<file path="src/rtl/core/stb_pkg.sv">
// ----------------------------------------------------------------------------
// stb_pkg
// Shared types and constants of the source byte tokenizer: token codes,
// keyword byte table and the command/status bundles between its modules.
// ----------------------------------------------------------------------------
package stb_pkg;

  // Token type codes
  localparam logic [4:0] TT_IDENT   = 5'd5;
  localparam logic [4:0] TT_INT     = 5'd6;
  localparam logic [4:0] TT_DEC     = 5'd7;
  localparam logic [4:0] TT_PLUS    = 5'd8;
  localparam logic [4:0] TT_MINUS   = 5'd9;
  localparam logic [4:0] TT_STAR    = 5'd10;
  localparam logic [4:0] TT_SLASH   = 5'd11;
  localparam logic [4:0] TT_ASSIGN  = 5'd12;
  localparam logic [4:0] TT_EQEQ    = 5'd13;
  localparam logic [4:0] TT_NEQ     = 5'd14;
  localparam logic [4:0] TT_LT      = 5'd15;
  localparam logic [4:0] TT_LE      = 5'd16;
  localparam logic [4:0] TT_GT      = 5'd17;
  localparam logic [4:0] TT_GE      = 5'd18;
  localparam logic [4:0] TT_LPAREN  = 5'd19;
  localparam logic [4:0] TT_RPAREN  = 5'd20;
  localparam logic [4:0] TT_LBRACE  = 5'd21;
  localparam logic [4:0] TT_RBRACE  = 5'd22;
  localparam logic [4:0] TT_SEMI    = 5'd23;
  localparam logic [4:0] TT_EOF     = 5'd24;
  localparam logic [4:0] TT_BADBANG = 5'd25;
  localparam logic [4:0] TT_UNKNOWN = 5'd26;

  // Pending token kinds
  localparam logic [3:0] K_IDLE  = 4'd0;
  localparam logic [3:0] K_IDENT = 4'd1;
  localparam logic [3:0] K_INT   = 4'd2;
  localparam logic [3:0] K_DEC   = 4'd3;
  localparam logic [3:0] K_CAND  = 4'd4;
  localparam logic [3:0] K_EQ    = 4'd5;
  localparam logic [3:0] K_BANG  = 4'd6;
  localparam logic [3:0] K_LT    = 4'd7;
  localparam logic [3:0] K_GT    = 4'd8;

  localparam int KW_COUNT   = 5;
  localparam int KW_LONGEST = 18;

  localparam logic [7:0] KW_BYTES [KW_COUNT][KW_LONGEST] = '{
    '{8'hE0,8'hA6,8'hB8,8'hE0,8'hA6,8'h82,8'hE0,8'hA6,8'h96,
      8'hE0,8'hA7,8'h8D,8'hE0,8'hA6,8'hAF,8'hE0,8'hA6,8'hBE},
    '{8'hE0,8'hA6,8'hA6,8'hE0,8'hA6,8'hB6,8'hE0,8'hA6,8'hAE,
      8'hE0,8'hA6,8'hBF,8'hE0,8'hA6,8'h95,8'h00,8'h00,8'h00},
    '{8'hE0,8'hA6,8'hAF,8'hE0,8'hA6,8'hA6,8'hE0,8'hA6,8'hBF,
      8'h00,8'h00,8'h00,8'h00,8'h00,8'h00,8'h00,8'h00,8'h00},
    '{8'hE0,8'hA6,8'hA8,8'hE0,8'hA6,8'hBE,8'hE0,8'hA6,8'hB9,
      8'hE0,8'hA6,8'hB2,8'hE0,8'hA7,8'h87,8'h00,8'h00,8'h00},
    '{8'hE0,8'hA6,8'hAF,8'hE0,8'hA6,8'hA4,8'hE0,8'hA6,8'h95,
      8'hE0,8'hA7,8'h8D,8'hE0,8'hA6,8'hB7,8'hE0,8'hA6,8'hA3}
  };

  localparam logic [5:0] KW_LEN [KW_COUNT] = '{6'd18, 6'd15, 6'd9, 6'd15, 6'd18};

  // Keyword byte at a position; zero past the table
  function automatic logic [7:0] kw_byte(input logic [2:0] k, input logic [4:0] idx);
    logic [7:0] b;
    b = 8'h00;
    if (32'(idx) < KW_LONGEST && 32'(k) < KW_COUNT) begin
      b = KW_BYTES[k][idx];
    end
    return b;
  endfunction

  typedef struct packed {
    logic accept;
    logic run;
    logic eof;
    logic flush;
  } cmd_t;

  typedef struct packed {
    logic sym_done;
    logic is_eof;
    logic eof_done;
    logic flush_done;
  } sts_t;

endpackage

</file>
<file path="src/rtl/core/stb_ctrl.sv">
// ----------------------------------------------------------------------------
// stb_ctrl
// Sequencer of the tokenizer: accept an item, run scan steps until the item
// is consumed, add the end token when asked, then release the last token.
// ----------------------------------------------------------------------------
module stb_ctrl (
  input  logic          clk_i,
  input  logic          rst_ni,
  input  logic          in_valid_i,
  output logic          in_stall_o,
  output stb_pkg::cmd_t cmd_o,
  input  stb_pkg::sts_t sts_i
);

  localparam logic [1:0] S_IDLE  = 2'd0;
  localparam logic [1:0] S_RUN   = 2'd1;
  localparam logic [1:0] S_EOF   = 2'd2;
  localparam logic [1:0] S_FLUSH = 2'd3;

  logic [1:0] state_q, state_d;

  always_comb begin
    state_d = state_q;
    unique case (state_q)
      S_IDLE: begin
        if (in_valid_i) state_d = S_RUN;
      end
      S_RUN: begin
        if (sts_i.sym_done) state_d = sts_i.is_eof ? S_EOF : S_FLUSH;
      end
      S_EOF: begin
        if (sts_i.eof_done) state_d = S_FLUSH;
      end
      S_FLUSH: begin
        if (sts_i.flush_done) state_d = S_IDLE;
      end
      default: state_d = S_IDLE;
    endcase
  end

  always_ff @(posedge clk_i or negedge rst_ni) begin
    if (!rst_ni) begin
      state_q <= S_IDLE;
    end else begin
      state_q <= state_d;
    end
  end

  assign in_stall_o   = (state_q != S_IDLE);
  assign cmd_o.accept = (state_q == S_IDLE) && in_valid_i;
  assign cmd_o.run    = (state_q == S_RUN);
  assign cmd_o.eof    = (state_q == S_EOF);
  assign cmd_o.flush  = (state_q == S_FLUSH);

endmodule

</file>
<file path="src/rtl/core/stb_datapath.sv">
// ----------------------------------------------------------------------------
// stb_datapath
// Scan state, keyword byte buffer with rescan pointer, one token staging
// register and the output register.
// ----------------------------------------------------------------------------
module stb_datapath #(
  parameter int MAX_KEYWORD_BYTES = 18,
  parameter int OFFSET_BITS       = 24,
  parameter int LINE_BITS         = 16,
  parameter int LENGTH_BITS       = 8
) (
  input  logic                   clk_i,
  input  logic                   rst_ni,
  input  stb_pkg::cmd_t          cmd_i,
  output stb_pkg::sts_t          sts_o,
  input  logic                   op_i,
  input  logic [7:0]             source_byte_i,
  output logic                   out_valid_o,
  input  logic                   out_stall_i,
  output logic [4:0]             token_type_o,
  output logic [OFFSET_BITS-1:0] start_offset_o,
  output logic [LENGTH_BITS-1:0] token_length_o,
  output logic [LINE_BITS-1:0]   line_number_o,
  output logic                   last_o
);

  localparam int PTR_W = $clog2(MAX_KEYWORD_BYTES);
  localparam int DEPTH = 1 << PTR_W;
  localparam logic [LENGTH_BITS-1:0] LEN_MAX  = {LENGTH_BITS{1'b1}};
  localparam logic [LINE_BITS-1:0]   LINE_MAX = {LINE_BITS{1'b1}};

  function automatic logic is_digit(input logic [7:0] b);
    return (b >= 8'h30) && (b <= 8'h39);
  endfunction

  function automatic logic is_alpha(input logic [7:0] b);
    return ((b >= 8'h41) && (b <= 8'h5A)) || ((b >= 8'h61) && (b <= 8'h7A)) || (b == 8'h5F);
  endfunction

  // Held item
  logic                   op_q;
  logic [7:0]             byte_q;
  logic [OFFSET_BITS-1:0] off_q;

  // Scan state
  logic [OFFSET_BITS-1:0] boff_q;
  logic [LINE_BITS-1:0]   line_q, line_n;
  logic [3:0]             kind_q, kind_n;
  logic [OFFSET_BITS-1:0] start_q, start_n;
  logic [LENGTH_BITS-1:0] plen_q, plen_n;
  logic [4:0]             cand_q, cand_n;

  // Keyword buffer: base..rd-1 is the live window, rd..wr-1 awaits rescan
  logic [7:0]             buf_q [DEPTH];
  logic [PTR_W-1:0]       base_q, rd_q, wr_q, base_n;
  logic [OFFSET_BITS-1:0] rd_off_q;

  // Staging and output registers
  logic                   r_valid_q;
  logic [4:0]             r_type_q;
  logic [OFFSET_BITS-1:0] r_start_q;
  logic [LENGTH_BITS-1:0] r_len_q;
  logic [LINE_BITS-1:0]   r_line_q;
  logic                   out_valid_q;
  logic [4:0]             out_type_q;
  logic [OFFSET_BITS-1:0] out_start_q;
  logic [LENGTH_BITS-1:0] out_len_q;
  logic [LINE_BITS-1:0]   out_line_q;
  logic                   out_last_q;

  // Current symbol
  logic                   sym_rep, sym_eof;
  logic [7:0]             sym_byte;
  logic [OFFSET_BITS-1:0] sym_off;
  logic [PTR_W-1:0]       fill;
  logic [5:0]             fill_x, fill_nx;
  logic [4:0]             cont_mask, start_mask;

  // Step result
  logic                   st_emit, consume, keep, rewind;
  logic [4:0]             e_type;
  logic [OFFSET_BITS-1:0] e_start;
  logic [LENGTH_BITS-1:0] e_len;

  logic out_free, hold, fire, eof_ok, flush_ok, push, push_last;

  assign sym_rep  = (rd_q != wr_q);
  assign sym_eof  = !sym_rep && op_q;
  assign sym_byte = sym_rep ? buf_q[rd_q] : byte_q;
  assign sym_off  = sym_rep ? rd_off_q : off_q;
  assign fill     = rd_q - base_q;
  assign fill_x   = 6'(fill);
  assign fill_nx  = fill_x + 6'd1;

  always_comb begin
    for (int k = 0; k < stb_pkg::KW_COUNT; k++) begin
      cont_mask[k]  = cand_q[k] && (fill_x < stb_pkg::KW_LEN[k]) &&
                      (stb_pkg::kw_byte(3'(k), fill_x[4:0]) == sym_byte);
      start_mask[k] = (stb_pkg::KW_BYTES[k][0] == sym_byte) &&
                      (32'(stb_pkg::KW_LEN[k]) <= MAX_KEYWORD_BYTES);
    end
  end

  // One scan step: at most one token, the symbol is consumed or kept
  always_comb begin
    st_emit = 1'b0;
    consume = 1'b0;
    keep    = 1'b0;
    rewind  = 1'b0;
    e_type  = stb_pkg::TT_UNKNOWN;
    e_start = start_q;
    e_len   = LENGTH_BITS'(1);
    kind_n  = kind_q;
    start_n = start_q;
    plen_n  = plen_q;
    cand_n  = cand_q;
    base_n  = base_q;
    line_n  = line_q;
    unique case (kind_q)
      stb_pkg::K_CAND: begin
        if (!sym_eof && cont_mask != 5'd0 && 32'(fill_x) < MAX_KEYWORD_BYTES) begin
          consume = 1'b1;
          keep    = 1'b1;
          cand_n  = cont_mask;
          for (int k = stb_pkg::KW_COUNT - 1; k >= 0; k--) begin
            if (cont_mask[k] && stb_pkg::KW_LEN[k] == fill_nx) begin
              st_emit = 1'b1;
              e_type  = 5'(k);
              e_len   = (32'(fill_nx) > 32'(LEN_MAX)) ? LEN_MAX : LENGTH_BITS'(fill_nx);
            end
          end
          if (st_emit) begin
            kind_n = stb_pkg::K_IDLE;
            cand_n = 5'h1F;
          end
        end else begin
          // drop the first window byte as unknown, rescan the rest
          st_emit = 1'b1;
          rewind  = 1'b1;
          kind_n  = stb_pkg::K_IDLE;
          cand_n  = 5'h1F;
          base_n  = base_q + PTR_W'(1);
        end
      end
      stb_pkg::K_IDENT, stb_pkg::K_INT, stb_pkg::K_DEC: begin
        if (!sym_eof && (is_digit(sym_byte) ||
            (kind_q == stb_pkg::K_IDENT && is_alpha(sym_byte)) ||
            (kind_q == stb_pkg::K_INT && sym_byte == 8'h2E))) begin
          consume = 1'b1;
          if (plen_q < LEN_MAX) plen_n = plen_q + LENGTH_BITS'(1);
          if (kind_q == stb_pkg::K_INT && sym_byte == 8'h2E) kind_n = stb_pkg::K_DEC;
        end else begin
          st_emit = 1'b1;
          e_len   = plen_q;
          e_type  = (kind_q == stb_pkg::K_IDENT) ? stb_pkg::TT_IDENT :
                    (kind_q == stb_pkg::K_INT)   ? stb_pkg::TT_INT : stb_pkg::TT_DEC;
          kind_n  = stb_pkg::K_IDLE;
        end
      end
      stb_pkg::K_EQ, stb_pkg::K_BANG, stb_pkg::K_LT, stb_pkg::K_GT: begin
        st_emit = 1'b1;
        kind_n  = stb_pkg::K_IDLE;
        if (!sym_eof && sym_byte == 8'h3D) begin
          consume = 1'b1;
          e_len   = LENGTH_BITS'(2);
          e_type  = (kind_q == stb_pkg::K_EQ)   ? stb_pkg::TT_EQEQ :
                    (kind_q == stb_pkg::K_BANG) ? stb_pkg::TT_NEQ :
                    (kind_q == stb_pkg::K_LT)   ? stb_pkg::TT_LE : stb_pkg::TT_GE;
        end else begin
          e_type  = (kind_q == stb_pkg::K_EQ)   ? stb_pkg::TT_ASSIGN :
                    (kind_q == stb_pkg::K_BANG) ? stb_pkg::TT_BADBANG :
                    (kind_q == stb_pkg::K_LT)   ? stb_pkg::TT_LT : stb_pkg::TT_GT;
        end
      end
      default: begin
        consume = 1'b1;
        e_start = sym_off;
        if (sym_eof || sym_byte == 8'h20 || sym_byte == 8'h09 || sym_byte == 8'h0D) begin
          kind_n = stb_pkg::K_IDLE;
        end else if (sym_byte == 8'h0A) begin
          if (line_q < LINE_MAX) line_n = line_q + LINE_BITS'(1);
        end else if (start_mask != 5'd0) begin
          keep    = 1'b1;
          kind_n  = stb_pkg::K_CAND;
          start_n = sym_off;
          cand_n  = start_mask;
          base_n  = rd_q;
        end else begin
          start_n = sym_off;
          plen_n  = LENGTH_BITS'(1);
          if (is_alpha(sym_byte)) begin
            kind_n = stb_pkg::K_IDENT;
          end else if (is_digit(sym_byte)) begin
            kind_n = stb_pkg::K_INT;
          end else begin
            unique case (sym_byte)
              8'h3D:   kind_n = stb_pkg::K_EQ;
              8'h21:   kind_n = stb_pkg::K_BANG;
              8'h3C:   kind_n = stb_pkg::K_LT;
              8'h3E:   kind_n = stb_pkg::K_GT;
              default: st_emit = 1'b1;
            endcase
            unique case (sym_byte)
              8'h2B:   e_type = stb_pkg::TT_PLUS;
              8'h2D:   e_type = stb_pkg::TT_MINUS;
              8'h2A:   e_type = stb_pkg::TT_STAR;
              8'h2F:   e_type = stb_pkg::TT_SLASH;
              8'h28:   e_type = stb_pkg::TT_LPAREN;
              8'h29:   e_type = stb_pkg::TT_RPAREN;
              8'h7B:   e_type = stb_pkg::TT_LBRACE;
              8'h7D:   e_type = stb_pkg::TT_RBRACE;
              8'h3B:   e_type = stb_pkg::TT_SEMI;
              default: e_type = stb_pkg::TT_UNKNOWN;
            endcase
          end
        end
      end
    endcase
  end

  assign out_free  = !out_valid_q || !out_stall_i;
  assign hold      = st_emit && r_valid_q && !out_free;
  assign fire      = cmd_i.run && !hold;
  assign eof_ok    = cmd_i.eof && !(r_valid_q && !out_free);
  assign flush_ok  = cmd_i.flush && r_valid_q && out_free;
  assign push      = r_valid_q && ((fire && st_emit) || eof_ok || flush_ok);
  assign push_last = cmd_i.flush;

  assign sts_o.sym_done   = fire && consume && !sym_rep;
  assign sts_o.is_eof     = op_q;
  assign sts_o.eof_done   = eof_ok;
  assign sts_o.flush_done = !r_valid_q || out_free;

  // Control state
  always_ff @(posedge clk_i or negedge rst_ni) begin
    if (!rst_ni) begin
      boff_q      <= '0;
      line_q      <= LINE_BITS'(1);
      kind_q      <= stb_pkg::K_IDLE;
      cand_q      <= 5'h1F;
      base_q      <= '0;
      rd_q        <= '0;
      wr_q        <= '0;
      r_valid_q   <= 1'b0;
      out_valid_q <= 1'b0;
    end else begin
      if (cmd_i.accept && !op_i) boff_q <= boff_q + OFFSET_BITS'(1);
      if (fire) begin
        line_q <= line_n;
        kind_q <= kind_n;
        cand_q <= cand_n;
        base_q <= base_n;
        if (rewind) begin
          rd_q <= base_q + PTR_W'(1);
        end else if (consume && sym_rep) begin
          rd_q <= rd_q + PTR_W'(1);
        end else if (consume && keep) begin
          rd_q <= rd_q + PTR_W'(1);
          wr_q <= wr_q + PTR_W'(1);
        end
      end
      if (eof_ok) begin
        boff_q <= '0;
        line_q <= LINE_BITS'(1);
        kind_q <= stb_pkg::K_IDLE;
        cand_q <= 5'h1F;
      end
      if ((fire && st_emit) || eof_ok) begin
        r_valid_q <= 1'b1;
      end else if (flush_ok) begin
        r_valid_q <= 1'b0;
      end
      if (push) begin
        out_valid_q <= 1'b1;
      end else if (out_valid_q && !out_stall_i) begin
        out_valid_q <= 1'b0;
      end
    end
  end

  // Payload
  always_ff @(posedge clk_i) begin
    if (cmd_i.accept) begin
      op_q   <= op_i;
      byte_q <= source_byte_i;
      off_q  <= boff_q;
    end
    if (fire) begin
      start_q <= start_n;
      plen_q  <= plen_n;
      if (rewind) begin
        rd_off_q <= start_q + OFFSET_BITS'(1);
      end else if (consume && sym_rep) begin
        rd_off_q <= rd_off_q + OFFSET_BITS'(1);
      end
      if (consume && keep && !sym_rep) buf_q[wr_q] <= sym_byte;
      if (st_emit) begin
        r_type_q  <= e_type;
        r_start_q <= e_start;
        r_len_q   <= e_len;
        r_line_q  <= line_q;
      end
    end
    if (eof_ok) begin
      r_type_q  <= stb_pkg::TT_EOF;
      r_start_q <= boff_q;
      r_len_q   <= '0;
      r_line_q  <= line_q;
    end
    if (push) begin
      out_type_q  <= r_type_q;
      out_start_q <= r_start_q;
      out_len_q   <= r_len_q;
      out_line_q  <= r_line_q;
      out_last_q  <= push_last;
    end
  end

  assign out_valid_o    = out_valid_q;
  assign token_type_o   = out_type_q;
  assign start_offset_o = out_start_q;
  assign token_length_o = out_len_q;
  assign line_number_o  = out_line_q;
  assign last_o         = out_last_q;

`ifndef NO_ASSERTIONS
  a_fill_bound: assert property (@(posedge clk_i) disable iff (!rst_ni)
    kind_q == stb_pkg::K_CAND |-> 32'(fill_x) < MAX_KEYWORD_BYTES)
    else $error("keyword window overran its bound");
  a_no_token_loss: assert property (@(posedge clk_i) disable iff (!rst_ni)
    fire && st_emit && r_valid_q |-> out_free)
    else $error("staged token overwritten");
  a_clean_accept: assert property (@(posedge clk_i) disable iff (!rst_ni)
    cmd_i.accept |-> !r_valid_q && rd_q == wr_q)
    else $error("item accepted with leftover work");
`endif

endmodule

</file>
<file path="src/rtl/core/source_byte_tokenizer.sv">
// ----------------------------------------------------------------------------
// source_byte_tokenizer
// Streaming lexical tokenizer with keyword match over source bytes.
// ----------------------------------------------------------------------------
// Feed one source byte per item (op_i = 0) or an end-of-source item (op_i = 1)
// and take tokens as type, start offset, length and line, with last_o on the
// final token of each item. Each item passes through accept, one scan step and
// release of the staged token. Add one scan step for every pending token that
// a byte closes without being consumed (the byte is then scanned again), and
// one for a failed partial keyword match plus one for each byte replayed after
// it; an end-of-source item also stages its end token before the release. A
// stalled output holds the scan whenever a second token is due, and holds the
// release. The scan step visits one symbol a cycle while the output does not
// hold it, with at most one token per visit, and a staging register holds each
// token until the next shows whether it is the last of its item. Failed
// keyword prefixes are kept in a small byte buffer and rescanned from it.
module source_byte_tokenizer #(
  parameter int MAX_KEYWORD_BYTES = 18,
  parameter int OFFSET_BITS       = 24,
  parameter int LINE_BITS         = 16,
  parameter int LENGTH_BITS       = 8
) (
  input  logic                   clk_i,
  input  logic                   rst_ni,
  // item input
  input  logic                   in_valid_i,
  output logic                   in_stall_o,
  input  logic                   op_i,
  input  logic [7:0]             source_byte_i,
  // token output
  output logic                   out_valid_o,
  input  logic                   out_stall_i,
  output logic [4:0]             token_type_o,
  output logic [OFFSET_BITS-1:0] start_offset_o,
  output logic [LENGTH_BITS-1:0] token_length_o,
  output logic [LINE_BITS-1:0]   line_number_o,
  output logic                   last_o
);

  stb_pkg::cmd_t cmd;
  stb_pkg::sts_t sts;

  // Sequencer: accept, scan, end token, release
  stb_ctrl u_ctrl (
    .clk_i      (clk_i),
    .rst_ni     (rst_ni),
    .in_valid_i (in_valid_i),
    .in_stall_o (in_stall_o),
    .cmd_o      (cmd),
    .sts_i      (sts)
  );

  // Scan state, keyword buffer, staging and output registers
  stb_datapath #(
    .MAX_KEYWORD_BYTES (MAX_KEYWORD_BYTES),
    .OFFSET_BITS       (OFFSET_BITS),
    .LINE_BITS         (LINE_BITS),
    .LENGTH_BITS       (LENGTH_BITS)
  ) u_dp (
    .clk_i          (clk_i),
    .rst_ni         (rst_ni),
    .cmd_i          (cmd),
    .sts_o          (sts),
    .op_i           (op_i),
    .source_byte_i  (source_byte_i),
    .out_valid_o    (out_valid_o),
    .out_stall_i    (out_stall_i),
    .token_type_o   (token_type_o),
    .start_offset_o (start_offset_o),
    .token_length_o (token_length_o),
    .line_number_o  (line_number_o),
    .last_o         (last_o)
  );

endmodule
</file>
<file path="config.mk">
export PLATFORM = sky130hd
export DESIGN_NAME = source_byte_tokenizer
export DESIGN_NICKNAME = d
export VERILOG_FILES = /design/src/rtl/core/stb_pkg.sv /design/src/rtl/core/stb_ctrl.sv /design/src/rtl/core/stb_datapath.sv /design/src/rtl/core/source_byte_tokenizer.sv
export SDC_FILE = /design/constraint.sdc
export NUM_CORES = 1
export LEC_CHECK = 0
export BUFFER_PORTS_ARGS = -buffer_cell sky130_fd_sc_hd__buf_2
export CORE_MARGIN = 2
export CORE_UTILIZATION = 39
export CTS_BUF_LIST = sky130_fd_sc_hd__clkbuf_16
export DETAILED_ROUTE_END_ITERATION = 6
export SYNTH_ARGS = -nofsm -noshare
export SYNTH_HDL_FRONTEND = slang
export SYNTH_SLANG_ARGS = --single-unit
</file>
<file path="constraint.sdc">
create_clock -name clk_i -period 21.7 [get_ports clk_i]
set_clock_uncertainty 0.15 [all_clocks]
set_input_delay 4.34 -clock clk_i [delete_from_list [all_inputs] [get_ports clk_i]]
set_output_delay 4.34 -clock clk_i [all_outputs]
set_load 0.01 [all_outputs]
</file>
==> results.toml <==
[critical_path]
reg2reg_slack_ns = 13.18
end_kind = "flop"
cp_slowest_cell = "buf_4"
cp_data_arrival_time_ns = 8.59
critical_path_class = "flop to flop"
crit_chain = "buf_4 > buf_4 > mux2i_1 > o21ai_0 > a211oi_1 > or4_1 > o21a_1 > inv_1 > buf_4 > o31ai_1 > o41ai_2 > nand3_1 > nor3_1 > nor2_1 > o221a_2 > nand3_1 > nor2_1"
slowest_delay_ns = 0.83
crit_top_cell = "buf_4"
cp-start-kind = "flop"
cp_max_fo = 55
worstPathRequired_ns = 21.77

[timing]
fmax_ghz = 0.117
finalCriticalPeriod_ns = 8.52
setup_tns_ns = 0
rsz0062_at_grt = "false"
slew_headroom = 0.251
period_share = 0.393
maxSlewViolCount = 0
hold_viol = 0
setup_viol = 0
tightest_slew_ns = 1.11

[yosys]
syn_inst = 1979
synth_area_mm2 = 0.0245
ys_ff_latch = 520
synth_ff_type = "edfxtp_1"
ys_seq_area_frac = 0.618
synth_area_leaders = "edfxtp_1, dfrtp_1, mux2i_1"
synth_warnings = 0
synth-edff-count = 439
syn_nets = 2020
synth.largest_area_cell = "edfxtp_1"
avgSynthCellArea_um2 = 12.4
yosysUniqueCellTypes = 95
synthArstFlopShare = 0.131
synth.top_cell.area_share = 0.538

[global_routing]
antenna_found_initial = 0
track_usage = 0.190
grt_overflow_total = 0
grt_pass1_vias = 16241
grt_max_degree = 69
grt_pass1_wl_um = 95500

[worst_hold_path]
hp-class = "flop to flop"

[layout]
nFillCells = 5752
antenna_cells = 0
final_common_cell = "edfxtp_1"
drive_gt1_frac = 0.119
layout_common_cells = "edfxtp_1, nand2_1, nor2_1, mux2i_1, a21oi_1"
area_growth_pct = 11.3
final_nets = 2071
seqCellArea_mm2 = 0.0152
multi_input_area_mm2 = 0.00872

[clock_tree]
clockBufferDepth = 3
cts_inserted_buffers = 51
clock_sink_count = 520
clk_pin_slew_ns = 0.06
cts-hold-fix-buffers = 0
cts_tree = "built"
cts_resized = 0
cts_setup_buffers = 0
htree_levels = 2
clock_latency_ns = 0.60
cts_root_buffer = "clkbuf_16"

[routing]
first_iter_violations = 1402
ant_nets = 0
drc = 0
vias = 16319
post_drt_wl_per_cell_um = 21.1
drt-vias-per-instance = 5.61
drtPass1Iterations = 5
wl_um = 61500

[place]
globalplace.congestion = 0.904
numPortBuffers = 68
dp_hpwl_um = 40200

[die]
core_mm2 = 0.0619
die_area_mm2 = 0.0649
die_h_um = 255
start_util = 0.396
die_w_um = 255
rows = 91
pin_count = 69

[status]
status = "completed"

[run]
cap_violations = 0
## path summary, 6_finish.rpt
| check | start | to | cells after the start |
|---|---|---|---|
| setup reg to reg | u_dp.rd_q[0]$_DFFE_PN0P_ | u_dp.buf_q[28][0]$_DFFE_PP_ | 17 |
| max in group asynchronous | rst_ni | u_dp.rd_q[0]$_DFFE_PN0P_ | 1 |
| hold / removal | u_dp.r_line_q[11]$_DFFE_PP_ | u_dp.line_number_o[11]$_DFFE_PP_ | 0 |
| min in group asynchronous | rst_ni | u_dp.boff_q[16]$_DFFE_PN0P_ | 1 |
| setup / recovery | u_dp.rd_q[0]$_DFFE_PN0P_ | u_dp.buf_q[28][0]$_DFFE_PP_ | 17 |
| hold reg to reg | u_dp.r_line_q[11]$_DFFE_PP_ | u_dp.line_number_o[11]$_DFFE_PP_ | 0 |
## per-layer routing
| layer | vias to the layer above | GRT usage | share of wire |
|---|---|---|---|
| li1 | 7467 | - | - |
| met1 | 8166 | 0.256 | 0.44 |
| met2 | 547 | 0.313 | 0.48 |
| met3 | 139 | 0.0308 | 0.054 |
| met4 | 0 | 0.0668 | 0.033 |
| met5 | - | 0 | 0 |
## sequential cells by signal, indices dropped and copies added (netlist names), 16 cells and up
name	cells
u_dp.buf_q	256
u_dp.boff_q	24
u_dp.off_q	24
u_dp.r_start_q	24
u_dp.rd_off_q	24
u_dp.start_offset_o	24
u_dp.start_q	24
u_dp.line_number_o	16
u_dp.line_q	16
u_dp.r_line_q	16
## final cells by class
type,instances,area share
sequential,520,0.555
multi-input combinational,1322,0.320
timing repair buffer,97,0.0205
tap,837,0.0384
inverter,38,0.00523
clock inverter,41,0.0107
clock buffer,55,0.0504
## critical path, delay by kind of cell, from the launching register on
kind,cells,cell delay (ns)
AOI/OAI and AO/OA,6,2.36
buffers and inverters,4,2.26
and+or+nand+nor,6,2.20
DFF,1,0.69
muxes,1,0.32
## through the flow
step                cells  utilization  setup slack, ns  hold WS, ns  cell area [µm²]
floorplan            1979            -            12.01        0.250            24500
global placement     2814        0.414            13.43        0.252            25600
detailed placement   2814        0.414            13.22        0.255            25600
CTS                  2910        0.441            13.22        0.263            27300
global route         2910        0.441            12.54        0.272            27300
finish               2910        0.441            13.18        0.267            27300
## cells by family after synthesis
logic type               synth area share
flip-flops                          0.618
AND/OR/NAND/NOR                     0.129
multiplexers                       0.0760
XOR/XNOR                           0.0422
adder cells (fa/ha/maj)            0.0146
buffers and inverters              0.0286
AO/OA/AOI/OAI                      0.0921
## cells in the mapped netlist (all sizes together), types with 13 or more instances
library cell    n
mux2i         146
or3            14
edfxtp        439
o21ai          63
o22ai          18
nor3           37
nand3          79
dfrtp          62
a22oi          38
xnor2          55
a21oi         110
inv            38
a211oi         20
nor2          201
dfxtp          13
ha             27
buf            44
clkbuf         55
nand2         202
xor2           58
and3           27
nand4          22
Power is left out: the tool's default activity adds up to more than one toggle a clock period on the data nets, which glitch-free logic cannot reach.
